[src/rtl/anpt_pkg.sv]
`timescale 1ns / 1ps

package anpt_pkg;

   // Table geometry.
   localparam int MAX_POINTS = 64;
   localparam int COORD_BITS = 16;
   localparam int TAG_BITS   = 16;

   localparam int IDX_BITS   = $clog2(MAX_POINTS);
   localparam int CNT_BITS   = $clog2(MAX_POINTS + 1);
   localparam int ENTRY_BITS = TAG_BITS + 2 * COORD_BITS;
   localparam int DIST_BITS  = COORD_BITS + 1;

   // Operation codes.
   localparam logic [2:0] MODE_ADD      = 3'd0;
   localparam logic [2:0] MODE_REMOVE   = 3'd1;
   localparam logic [2:0] MODE_POSITION = 3'd2;
   localparam logic [2:0] MODE_CELL     = 3'd3;
   localparam logic [2:0] MODE_NEAREST  = 3'd4;

   // Result status codes.
   localparam logic [2:0] STATUS_OK            = 3'd0;
   localparam logic [2:0] STATUS_TAG_EXISTS    = 3'd1;
   localparam logic [2:0] STATUS_CELL_OCCUPIED = 3'd2;
   localparam logic [2:0] STATUS_TAG_MISSING   = 3'd3;
   localparam logic [2:0] STATUS_NONE_IN_DIR   = 3'd4;
   localparam logic [2:0] STATUS_TABLE_FULL    = 3'd5;

   // Direction codes.
   localparam logic [1:0] DIR_NORTH = 2'd0;
   localparam logic [1:0] DIR_SOUTH = 2'd1;
   localparam logic [1:0] DIR_EAST  = 2'd2;
   localparam logic [1:0] DIR_WEST  = 2'd3;

   // Sequencer states.
   typedef enum logic [2:0] {
      ST_IDLE,
      ST_SCAN_KEY,
      ST_DECIDE,
      ST_SCAN_NEAR,
      ST_NEAR_DONE
   } state_type;

   // Compare results for one table entry.
   typedef struct packed {
      logic                        tag_eq;
      logic                        cell_eq;
      logic                        closer;
      logic signed [DIST_BITS-1:0] delta;
   } match_type;

endpackage

[src/rtl/anpt_ram.sv]
`timescale 1ns / 1ps

module anpt_ram #(
   parameter int WIDTH = 8,
   parameter int DEPTH = 16
) (
   input  logic                     clock,
   input  logic                     we,
   input  logic [$clog2(DEPTH)-1:0] waddr,
   input  logic [WIDTH-1:0]         wdata,
   input  logic                     re,
   input  logic [$clog2(DEPTH)-1:0] raddr,
   output logic [WIDTH-1:0]         rdata
);

   logic [WIDTH-1:0] mem [DEPTH];
   logic [WIDTH-1:0] rdata_ff;

   // One write port and one registered read port.
   always_ff @(posedge clock) begin
      if (we) begin
         mem[waddr] <= wdata;
      end
      if (re) begin
         rdata_ff <= mem[raddr];
      end
   end

   assign rdata = rdata_ff;

endmodule

[src/rtl/anpt_match.sv]
`timescale 1ns / 1ps

module anpt_match import anpt_pkg::*; (
   input  logic                         entry_valid,
   input  logic                         is_src,
   input  logic [TAG_BITS-1:0]          entry_tag,
   input  logic signed [COORD_BITS-1:0] entry_x,
   input  logic signed [COORD_BITS-1:0] entry_y,
   input  logic [TAG_BITS-1:0]          key_tag,
   input  logic signed [COORD_BITS-1:0] key_x,
   input  logic signed [COORD_BITS-1:0] key_y,
   input  logic signed [COORD_BITS-1:0] src_x,
   input  logic signed [COORD_BITS-1:0] src_y,
   input  logic [1:0]                   direction,
   input  logic                         best_hit,
   input  logic signed [DIST_BITS-1:0]  best_dist,
   output match_type                    result
);

   logic signed [DIST_BITS-1:0] ex;
   logic signed [DIST_BITS-1:0] ey;
   logic signed [DIST_BITS-1:0] sx;
   logic signed [DIST_BITS-1:0] sy;
   logic signed [DIST_BITS-1:0] delta;
   logic                        on_line;
   logic                        ahead;

   // Signed distance from the source point along the requested direction.
   always_comb begin
      ex = {entry_x[COORD_BITS-1], entry_x};
      ey = {entry_y[COORD_BITS-1], entry_y};
      sx = {src_x[COORD_BITS-1], src_x};
      sy = {src_y[COORD_BITS-1], src_y};
      case (direction)
         DIR_NORTH: begin
            delta   = ey - sy;
            on_line = (entry_x == src_x);
         end
         DIR_SOUTH: begin
            delta   = sy - ey;
            on_line = (entry_x == src_x);
         end
         DIR_EAST: begin
            delta   = ex - sx;
            on_line = (entry_y == src_y);
         end
         default: begin
            delta   = sx - ex;
            on_line = (entry_y == src_y);
         end
      endcase
   end

   // Exact matches against the request key. A nearest candidate must lie
   // strictly beyond the source and beat the best so far.
   always_comb begin
      result.tag_eq  = entry_valid && (entry_tag == key_tag);
      result.cell_eq = entry_valid && (entry_x == key_x) && (entry_y == key_y);
      ahead          = !delta[DIST_BITS-1] && (delta != '0);
      result.delta   = delta;
      result.closer  = entry_valid && !is_src && on_line && ahead &&
                       (!best_hit || (delta < best_dist));
   end

endmodule

[src/rtl/axis_nearest_point_table.sv]
`timescale 1ns / 1ps

// Table of up to MAX_POINTS tagged points on a signed integer grid. An item is
// taken when start is high and busy is low; its one result appears on the rsp_
// ports for exactly one cycle, marked by rsp_strobe, and cannot be held off.
// Every item walks the whole table once through a single-port read of the
// entry memory, one entry per cycle: add, remove, position and cell queries
// then return their result, and busy falls in the cycle the result is shown,
// so a new item may be started then. A nearest query whose tag is found walks
// the table a second time, measuring against the point found on the first pass.
// No clearing pass is needed after reset: the occupied flags are flip-flops.

module axis_nearest_point_table import anpt_pkg::*; (
   input  logic                         clock,
   input  logic                         reset,
   input  logic                         start,
   output logic                         busy,
   input  logic [2:0]                   req_mode,
   input  logic [TAG_BITS-1:0]          req_tower_tag,
   input  logic signed [COORD_BITS-1:0] req_x_coord,
   input  logic signed [COORD_BITS-1:0] req_y_coord,
   input  logic [1:0]                   req_direction,
   output logic                         rsp_strobe,
   output logic [2:0]                   rsp_status,
   output logic                         rsp_found,
   output logic [TAG_BITS-1:0]          rsp_result_tag,
   output logic signed [COORD_BITS-1:0] rsp_result_x,
   output logic signed [COORD_BITS-1:0] rsp_result_y
);

   localparam logic [CNT_BITS-1:0] SCAN_END = CNT_BITS'(MAX_POINTS);

   // Control state.
   state_type               state_ff, state_in;
   logic [CNT_BITS-1:0]     cnt_ff, cnt_in;
   logic                    chk_vld_ff, chk_vld_in;
   logic [IDX_BITS-1:0]     chk_idx_ff, chk_idx_in;
   logic [MAX_POINTS-1:0]   valid_ff, valid_in;
   logic                    rsp_strobe_ff, rsp_strobe_in;

   // Latched item.
   logic [2:0]                   mode_ff, mode_in;
   logic [TAG_BITS-1:0]          tag_ff, tag_in;
   logic signed [COORD_BITS-1:0] x_ff, x_in;
   logic signed [COORD_BITS-1:0] y_ff, y_in;
   logic [1:0]                   dir_ff, dir_in;

   // Scan findings.
   logic                         tag_hit_ff, tag_hit_in;
   logic [IDX_BITS-1:0]          tag_idx_ff, tag_idx_in;
   logic signed [COORD_BITS-1:0] src_x_ff, src_x_in;
   logic signed [COORD_BITS-1:0] src_y_ff, src_y_in;
   logic                         cell_hit_ff, cell_hit_in;
   logic [TAG_BITS-1:0]          cell_tag_ff, cell_tag_in;
   logic                         free_hit_ff, free_hit_in;
   logic [IDX_BITS-1:0]          free_idx_ff, free_idx_in;
   logic                         best_hit_ff, best_hit_in;
   logic signed [DIST_BITS-1:0]  best_dist_ff, best_dist_in;
   logic [TAG_BITS-1:0]          best_tag_ff, best_tag_in;

   // Result registers.
   logic [2:0]                   rsp_status_ff, rsp_status_in;
   logic                         rsp_found_ff, rsp_found_in;
   logic [TAG_BITS-1:0]          rsp_tag_ff, rsp_tag_in;
   logic signed [COORD_BITS-1:0] rsp_x_ff, rsp_x_in;
   logic signed [COORD_BITS-1:0] rsp_y_ff, rsp_y_in;

   // Memory port and entry fields.
   logic                         rd_en;
   logic                         ram_we;
   logic [ENTRY_BITS-1:0]        ram_rdata;
   logic [TAG_BITS-1:0]          ent_tag;
   logic signed [COORD_BITS-1:0] ent_x;
   logic signed [COORD_BITS-1:0] ent_y;
   logic                         ent_valid;
   logic                         scan_last;
   match_type                    match;

   anpt_ram #(
      .WIDTH(ENTRY_BITS),
      .DEPTH(MAX_POINTS)
   ) u_entry_ram (
      .clock(clock),
      .we   (ram_we),
      .waddr(free_idx_ff),
      .wdata({tag_ff, x_ff, y_ff}),
      .re   (rd_en),
      .raddr(cnt_ff[IDX_BITS-1:0]),
      .rdata(ram_rdata)
   );

   assign ent_tag   = ram_rdata[ENTRY_BITS-1 -: TAG_BITS];
   assign ent_x     = ram_rdata[2*COORD_BITS-1 -: COORD_BITS];
   assign ent_y     = ram_rdata[COORD_BITS-1:0];
   assign ent_valid = valid_ff[chk_idx_ff];
   assign scan_last = chk_vld_ff && (cnt_ff == SCAN_END);

   anpt_match u_match (
      .entry_valid(ent_valid),
      .is_src     (chk_idx_ff == tag_idx_ff),
      .entry_tag  (ent_tag),
      .entry_x    (ent_x),
      .entry_y    (ent_y),
      .key_tag    (tag_ff),
      .key_x      (x_ff),
      .key_y      (y_ff),
      .src_x      (src_x_ff),
      .src_y      (src_y_ff),
      .direction  (dir_ff),
      .best_hit   (best_hit_ff),
      .best_dist  (best_dist_ff),
      .result     (match)
   );

   // Next state.
   always_comb begin
      state_in = state_ff;
      case (state_ff)
         ST_IDLE: begin
            if (start) begin
               state_in = ST_SCAN_KEY;
            end
         end
         ST_SCAN_KEY: begin
            if (scan_last) begin
               state_in = ST_DECIDE;
            end
         end
         ST_DECIDE: begin
            if ((mode_ff == MODE_NEAREST) && tag_hit_ff) begin
               state_in = ST_SCAN_NEAR;
            end else begin
               state_in = ST_IDLE;
            end
         end
         ST_SCAN_NEAR: begin
            if (scan_last) begin
               state_in = ST_NEAR_DONE;
            end
         end
         ST_NEAR_DONE: begin
            state_in = ST_IDLE;
         end
         default: begin
            state_in = ST_IDLE;
         end
      endcase
   end

   // Datapath and outputs for each state.
   always_comb begin
      rd_en         = 1'b0;
      ram_we        = 1'b0;
      cnt_in        = cnt_ff;
      chk_vld_in    = 1'b0;
      chk_idx_in    = chk_idx_ff;
      valid_in      = valid_ff;
      rsp_strobe_in = 1'b0;
      mode_in       = mode_ff;
      tag_in        = tag_ff;
      x_in          = x_ff;
      y_in          = y_ff;
      dir_in        = dir_ff;
      tag_hit_in    = tag_hit_ff;
      tag_idx_in    = tag_idx_ff;
      src_x_in      = src_x_ff;
      src_y_in      = src_y_ff;
      cell_hit_in   = cell_hit_ff;
      cell_tag_in   = cell_tag_ff;
      free_hit_in   = free_hit_ff;
      free_idx_in   = free_idx_ff;
      best_hit_in   = best_hit_ff;
      best_dist_in  = best_dist_ff;
      best_tag_in   = best_tag_ff;
      rsp_status_in = rsp_status_ff;
      rsp_found_in  = rsp_found_ff;
      rsp_tag_in    = rsp_tag_ff;
      rsp_x_in      = rsp_x_ff;
      rsp_y_in      = rsp_y_ff;

      case (state_ff)
         ST_IDLE: begin
            cnt_in = '0;
            if (start) begin
               mode_in     = req_mode;
               tag_in      = req_tower_tag;
               x_in        = req_x_coord;
               y_in        = req_y_coord;
               dir_in      = req_direction;
               tag_hit_in  = 1'b0;
               cell_hit_in = 1'b0;
               free_hit_in = 1'b0;
            end
         end
         ST_SCAN_KEY: begin
            // Issue the next read; check the entry read in the cycle before.
            rd_en = (cnt_ff < SCAN_END);
            if (rd_en) begin
               cnt_in     = cnt_ff + 1'b1;
               chk_vld_in = 1'b1;
               chk_idx_in = cnt_ff[IDX_BITS-1:0];
            end
            if (chk_vld_ff) begin
               if (match.tag_eq && !tag_hit_ff) begin
                  tag_hit_in = 1'b1;
                  tag_idx_in = chk_idx_ff;
                  src_x_in   = ent_x;
                  src_y_in   = ent_y;
               end
               if (match.cell_eq && !cell_hit_ff) begin
                  cell_hit_in = 1'b1;
                  cell_tag_in = ent_tag;
               end
               if (!ent_valid && !free_hit_ff) begin
                  free_hit_in = 1'b1;
                  free_idx_in = chk_idx_ff;
               end
            end
         end
         ST_DECIDE: begin
            cnt_in        = '0;
            best_hit_in   = 1'b0;
            rsp_status_in = STATUS_OK;
            rsp_found_in  = 1'b0;
            rsp_tag_in    = '0;
            rsp_x_in      = '0;
            rsp_y_in      = '0;
            rsp_strobe_in = 1'b1;
            case (mode_ff)
               MODE_ADD: begin
                  if (tag_hit_ff) begin
                     rsp_status_in = STATUS_TAG_EXISTS;
                  end else if (cell_hit_ff) begin
                     rsp_status_in = STATUS_CELL_OCCUPIED;
                  end else if (!free_hit_ff) begin
                     rsp_status_in = STATUS_TABLE_FULL;
                  end else begin
                     ram_we                = 1'b1;
                     valid_in[free_idx_ff] = 1'b1;
                  end
               end
               MODE_REMOVE: begin
                  if (tag_hit_ff) begin
                     valid_in[tag_idx_ff] = 1'b0;
                  end else begin
                     rsp_status_in = STATUS_TAG_MISSING;
                  end
               end
               MODE_POSITION: begin
                  if (tag_hit_ff) begin
                     rsp_x_in = src_x_ff;
                     rsp_y_in = src_y_ff;
                  end else begin
                     rsp_status_in = STATUS_TAG_MISSING;
                  end
               end
               MODE_CELL: begin
                  rsp_found_in = cell_hit_ff;
                  if (cell_hit_ff) begin
                     rsp_tag_in = cell_tag_ff;
                  end
               end
               MODE_NEAREST: begin
                  // A found tag starts the second pass; the result comes later.
                  if (tag_hit_ff) begin
                     rsp_strobe_in = 1'b0;
                  end else begin
                     rsp_status_in = STATUS_TAG_MISSING;
                  end
               end
               default: begin
                  rsp_status_in = STATUS_OK;
               end
            endcase
         end
         ST_SCAN_NEAR: begin
            rd_en = (cnt_ff < SCAN_END);
            if (rd_en) begin
               cnt_in     = cnt_ff + 1'b1;
               chk_vld_in = 1'b1;
               chk_idx_in = cnt_ff[IDX_BITS-1:0];
            end
            if (chk_vld_ff && match.closer) begin
               best_hit_in  = 1'b1;
               best_dist_in = match.delta;
               best_tag_in  = ent_tag;
            end
         end
         ST_NEAR_DONE: begin
            rsp_strobe_in = 1'b1;
            rsp_found_in  = 1'b0;
            rsp_x_in      = '0;
            rsp_y_in      = '0;
            if (best_hit_ff) begin
               rsp_status_in = STATUS_OK;
               rsp_tag_in    = best_tag_ff;
            end else begin
               rsp_status_in = STATUS_NONE_IN_DIR;
               rsp_tag_in    = '0;
            end
         end
         default: begin
            cnt_in = '0;
         end
      endcase
   end

   // Control registers.
   always_ff @(posedge clock) begin
      if (reset) begin
         state_ff      <= ST_IDLE;
         cnt_ff        <= '0;
         chk_vld_ff    <= 1'b0;
         valid_ff      <= '0;
         rsp_strobe_ff <= 1'b0;
      end else begin
         state_ff      <= state_in;
         cnt_ff        <= cnt_in;
         chk_vld_ff    <= chk_vld_in;
         valid_ff      <= valid_in;
         rsp_strobe_ff <= rsp_strobe_in;
      end
   end

   // Payload registers.
   always_ff @(posedge clock) begin
      chk_idx_ff    <= chk_idx_in;
      mode_ff       <= mode_in;
      tag_ff        <= tag_in;
      x_ff          <= x_in;
      y_ff          <= y_in;
      dir_ff        <= dir_in;
      tag_hit_ff    <= tag_hit_in;
      tag_idx_ff    <= tag_idx_in;
      src_x_ff      <= src_x_in;
      src_y_ff      <= src_y_in;
      cell_hit_ff   <= cell_hit_in;
      cell_tag_ff   <= cell_tag_in;
      free_hit_ff   <= free_hit_in;
      free_idx_ff   <= free_idx_in;
      best_hit_ff   <= best_hit_in;
      best_dist_ff  <= best_dist_in;
      best_tag_ff   <= best_tag_in;
      rsp_status_ff <= rsp_status_in;
      rsp_found_ff  <= rsp_found_in;
      rsp_tag_ff    <= rsp_tag_in;
      rsp_x_ff      <= rsp_x_in;
      rsp_y_ff      <= rsp_y_in;
   end

   assign busy           = (state_ff != ST_IDLE);
   assign rsp_strobe     = rsp_strobe_ff;
   assign rsp_status     = rsp_status_ff;
   assign rsp_found      = rsp_found_ff;
   assign rsp_result_tag = rsp_tag_ff;
   assign rsp_result_x   = rsp_x_ff;
   assign rsp_result_y   = rsp_y_ff;

   // A result only follows a decision or the end of a nearest pass.
   assert property (@(posedge clock) disable iff (reset)
      rsp_strobe |-> ($past(state_ff) == ST_DECIDE || $past(state_ff) == ST_NEAR_DONE))
      else $error("result shown without a finished item");

   // A taken item makes the block busy in the next cycle.
   assert property (@(posedge clock) disable iff (reset)
      (start && !busy) |=> busy)
      else $error("item taken but block not busy");

   // A successful add occupies exactly one more slot.
   assert property (@(posedge clock) disable iff (reset)
      ram_we |=> ($countones(valid_ff) == $past($countones(valid_ff)) + 1))
      else $error("add did not occupy one slot");

   // Entry checks only happen during a table walk.
   assert property (@(posedge clock) disable iff (reset)
      chk_vld_ff |-> (state_ff == ST_SCAN_KEY || state_ff == ST_SCAN_NEAR))
      else $error("entry check outside a table walk");

endmodule

[config.mk]
export PLATFORM = sky130hd
export DESIGN_NAME = axis_nearest_point_table
export DESIGN_NICKNAME = d
export VERILOG_FILES = /design/src/rtl/anpt_pkg.sv /design/src/rtl/anpt_ram.sv /design/src/rtl/anpt_match.sv /design/src/rtl/axis_nearest_point_table.sv
export SDC_FILE = /design/constraint.sdc
export NUM_CORES = 2
export LEC_CHECK = 0
export ABC_AREA = 1
export CAP_MARGIN = 20
export CELL_PAD_IN_SITES_DETAIL_PLACEMENT = 1
export CELL_PAD_IN_SITES_GLOBAL_PLACEMENT = 2
export CORE_UTILIZATION = 41
export CTS_CLUSTER_DIAMETER = 150
export DETAILED_ROUTE_END_ITERATION = 6
export DONT_BUFFER_PORTS = 1
export MAX_ROUTING_LAYER = met4
export PLACE_DENSITY_LB_ADDON = 0.1
export SLEW_MARGIN = 30
export SYNTH_ARGS = -nofsm -noshare
export SYNTH_HDL_FRONTEND = slang
export SYNTH_SLANG_ARGS = --single-unit
[constraint.sdc]
create_clock -name clock -period 5 [get_ports clock]
set_clock_uncertainty 0.05 [all_clocks]
set_input_delay 0.5 -clock clock [delete_from_list [all_inputs] [get_ports clock]]
set_output_delay 0.5 -clock clock [all_outputs]
set_load 0.02 [all_outputs]
==> out/qor.txt <==
Net switching power = 18.48 mW
Tcrit/Tclk final = 89.64%
Number of global-route vias before repair = 94557
Last element of the critical path = best_dist_ff[4]
Clock sinks = 3404
Seq cells post-synth = 3404
Slew Viols, Final = 0
Clock Latency Late Sink = 990 ps
Static Leak = 51.43 nW
Gpl congestion = 0.8710
Max cap viols = 0
Vias per cell = 6.225
Area share of the largest cell type after synthesis = 72.96%
1st-iter DRT viols = 11638
Combinational share of power = 12.2%
Htree depth = 5
Pin count of the biggest net entering global routing = 178
Final Cell Area = 0.1576 mm2
Count leader, synth = edfxtp_1
Worst EP arrival = 5100 ps
Die H = 580.0 um
Placement Cell Area = 0.1449 mm2
Area Overhead vs Synth = 15.08%
Commonest cells in the synthesized netlist = edfxtp_1, nor2_1, o21ai_0
Antenna violations before repair = 43
I/O Pins = 110
Setup_tns = 0 ps
CTS Buf Count = 375
Cell area power density = 437.3 mW/mm2
DP HPWL = 296300 um
HP Class = input pin to flop
Register-to-Register Path Depth = 27
Slew @ Worst Pin = 1121 ps
Routed length per instance = 35.36 um
Kind of critical path = flop to flop
Post-synth EDFFs = 3328
Final Hold Viols = 0
Average cell area after synthesis = 12.99 um2
Core Box Area = 0.3313 mm2
CP endpoint kind = flop
GRT Util Overall = 32.64%
Synth cell types = 60
Count of final setup violators = 0
GR Overflow Total = 0
Tmin final = 4482 ps
Post-Synthesis Cell Area = 0.1370 mm2
Num rows = 211
Design internal power = 50.45 mW
Global-route wire length before repair = 750100 um
WL final = 546000 um
Fraction of registers with async set/reset = 0%
Sequential power share = 47.7%
Worst setup path start = u_entry_ram.rdata[0]
Die width = 580.0 um
DRC errors left = 0
Clock power frac = 40.2%
Synth Flop Type = edfxtp_1
Fmax = 223.1 MHz
CTS tree = yes
RSZ-0062 raised after global routing = no
Crit Reg-Reg Endpoint = best_dist_ff[4]
Via count = 96122
ANT nets after route = 0
Post-synthesis sequential area ratio = 74.07%
Layout Nets = 10906
Die ar. = 0.3364 mm2
Fillers = 33091
Ratio of cells with drive above 1 in the final layout = 10.23%
Slack of the worst reg-to-reg path = 520 ps
First drt pass iteration count = 6
Main area contributors after synthesis = edfxtp_1, o21ai_0, nor2_1, o22ai_1, nand2_1
CTS max path bufs = 4
Synth Instances = 10543
Yosys warns = 0
Max_slew headroom = 25.30%
Yosys top cell by area = edfxtp_1
PortBufs = 0
Clock root cell = clkbuf_16
Crit Path Max Fanout = 16
Critical Path RT = 5610 ps
Critical R2R Launch = u_entry_ram.rdata[0]
Starting Density = 41.34%
Clock-pin slew on the worst setup and hold paths = 60 ps
Worst vdd ir = 261.8 uV
Syn nets = 10685
Sw frac = 26.81%
CP Launch Type = flop
Status = finished, final reports clean
-- power groups by stage --
stage	clock network [mW]	logic [mW]	registers [mW]
2_1_floorplan	0	4.75	33.5
3_3_place_gp	0	7.92	33.4
3_5_place_dp	0	8.22	33.4
4_1_cts	28.0	8.31	32.8
5_1_grt	28.9	9.08	32.8
6_report	27.7	8.39	32.9
-- how the worst min path moves through the flow --
stage / startpoint / endpoint / slack, ps / cells past startpoint
final: req_tower_tag[7] / tag_ff[7] / 110 / 1
after detailed placement: valid_ff[31] / valid_ff[31] / 410 / 2
after CTS: req_tower_tag[6] / tag_ff[6] / 40 / 1
after global routing: req_x_coord[14] / x_ff[14] / 90 / 1
after global placement: valid_ff[54] / valid_ff[54] / 400 / 2
after floorplan: cnt_ff[3] / chk_idx_ff[3] / 360 / 0
-- worst max-delay path, cell delays in order (launching register included) --
cell      delay [ps]
edfxtp_1         430
inv_1            100
ha_1             170
inv_1            100
fa_1             430
inv_1            140
o21ai_1          160
nand2_1          120
nand2_1           90
nand2_1           90
nand3_1           80
nand3_1           90
nand2_1           70
o21ai_2          190
inv_1             90
ha_1             300
nand2_1           70
inv_1             60
nand3_1           80
nor3_1           250
nand3_1          140
nand3_1          140
nand2_1           60
nand2_1           50
nor2_1            70
nand3b_1         200
nor2_4           190
buf_16           190
-- cells by family after synthesis --
kind of cell	share of synthesized area [%]
flip-flops	74.07
AND/OR/NAND/NOR	8.907
AO/OA/AOI/OAI	12.67
buffers and inverters	3.419
adder cells (fa/ha/maj)	0.8075
XOR/XNOR	0.1215
-- per-layer routing --
layer	vias to the layer above	global-route usage (%)	routed length (um)
li1	40018	-	-
met1	50968	44.77	233100
met2	4246	49.99	250300
met3	890	4.834	43200
met4	0	10.83	19440
met5	-	-	0
-- per-stage QoR --
stage / hold WS, ps / power, mW / instances / util [%] / setup slack [ps]
after detailed placement: 406.5 / 41.66 / 14691 / 43.73 / 139.2
final: 105.6 / 68.93 / 15442 / 47.57 / 518.1
after global placement: 396.2 / 41.36 / 14684 / 43.67 / 23.64
after floorplan: 357.4 / 38.24 / 10543 / - / -333.0
after global routing: 90.07 / 70.85 / 15433 / 47.57 / 81.97
after CTS: 36.79 / 69.11 / 15423 / 47.54 / 81.57
-- sequential cells by signal, indices dropped and copies added (netlist names), 17 cells and up --
signal and flops:
u_entry_ram.mem 3072, valid_ff 64, u_entry_ram.rdata 48, best_dist_ff 17
-- cells in the final DEF, fill, tap and decap left out, types with 9 or more instances in the layout --
cell           synthesis  final
a21oi_1              155    155
a221oi_1              73     73
a22o_1                28     28
a31oi_1               59     58
a32o_1                25     25
buf_12                 0    112
buf_4                 41    368
bufinv_16              0     37
clkbuf_1             392     71
clkbuf_16              0    387
clkinv_1               6     94
clkinv_2               0     62
clkinvlp_4             0      9
dfxtp_1               76     71
diode_2                0     15
dlygate4sd3_1          0     57
edfxtp_1            3328   3328
ha_1                  82     82
inv_1                372    368
inv_6                  0     10
nand2_1              713    712
nand3_1              307    306
nand4_1              119    119
nor2_1              1741   1726
nor2_2                 1      9
nor3_1                95     22
nor3_2                 2     72
nor4_1                13     12
o211ai_1             121    121
o21ai_0             1632   1631
o21ai_1               33     34
o221ai_1             242    242
o22ai_1              521    521
xor2_1                12     12
-- what timing repair did --
action / in CTS / in global routing
endpoints found under the setup margin: 0 / 33
resized for setup: 0 / 0
endpoints found under the hold margin: 135 / 0
hold buffers: 58 / 0
setup buffers: 0 / 1
-- final cells by class --
cell class / count / area, um2 / share of cell area [%]
sequential: 3404 / 101500 / 64.38
multi-input combinational: 6054 / 31350 / 19.89
clock buffer: 459 / 9965 / 6.322
timing repair buffer: 547 / 5768 / 3.659
tap: 4366 / 5463 / 3.466
clock inverter: 215 / 2074 / 1.316
inverter: 382 / 1490 / 0.9454
antenna: 15 / 37.54 / 0.02381
Note: power is estimated with default switching activity, not from simulation.
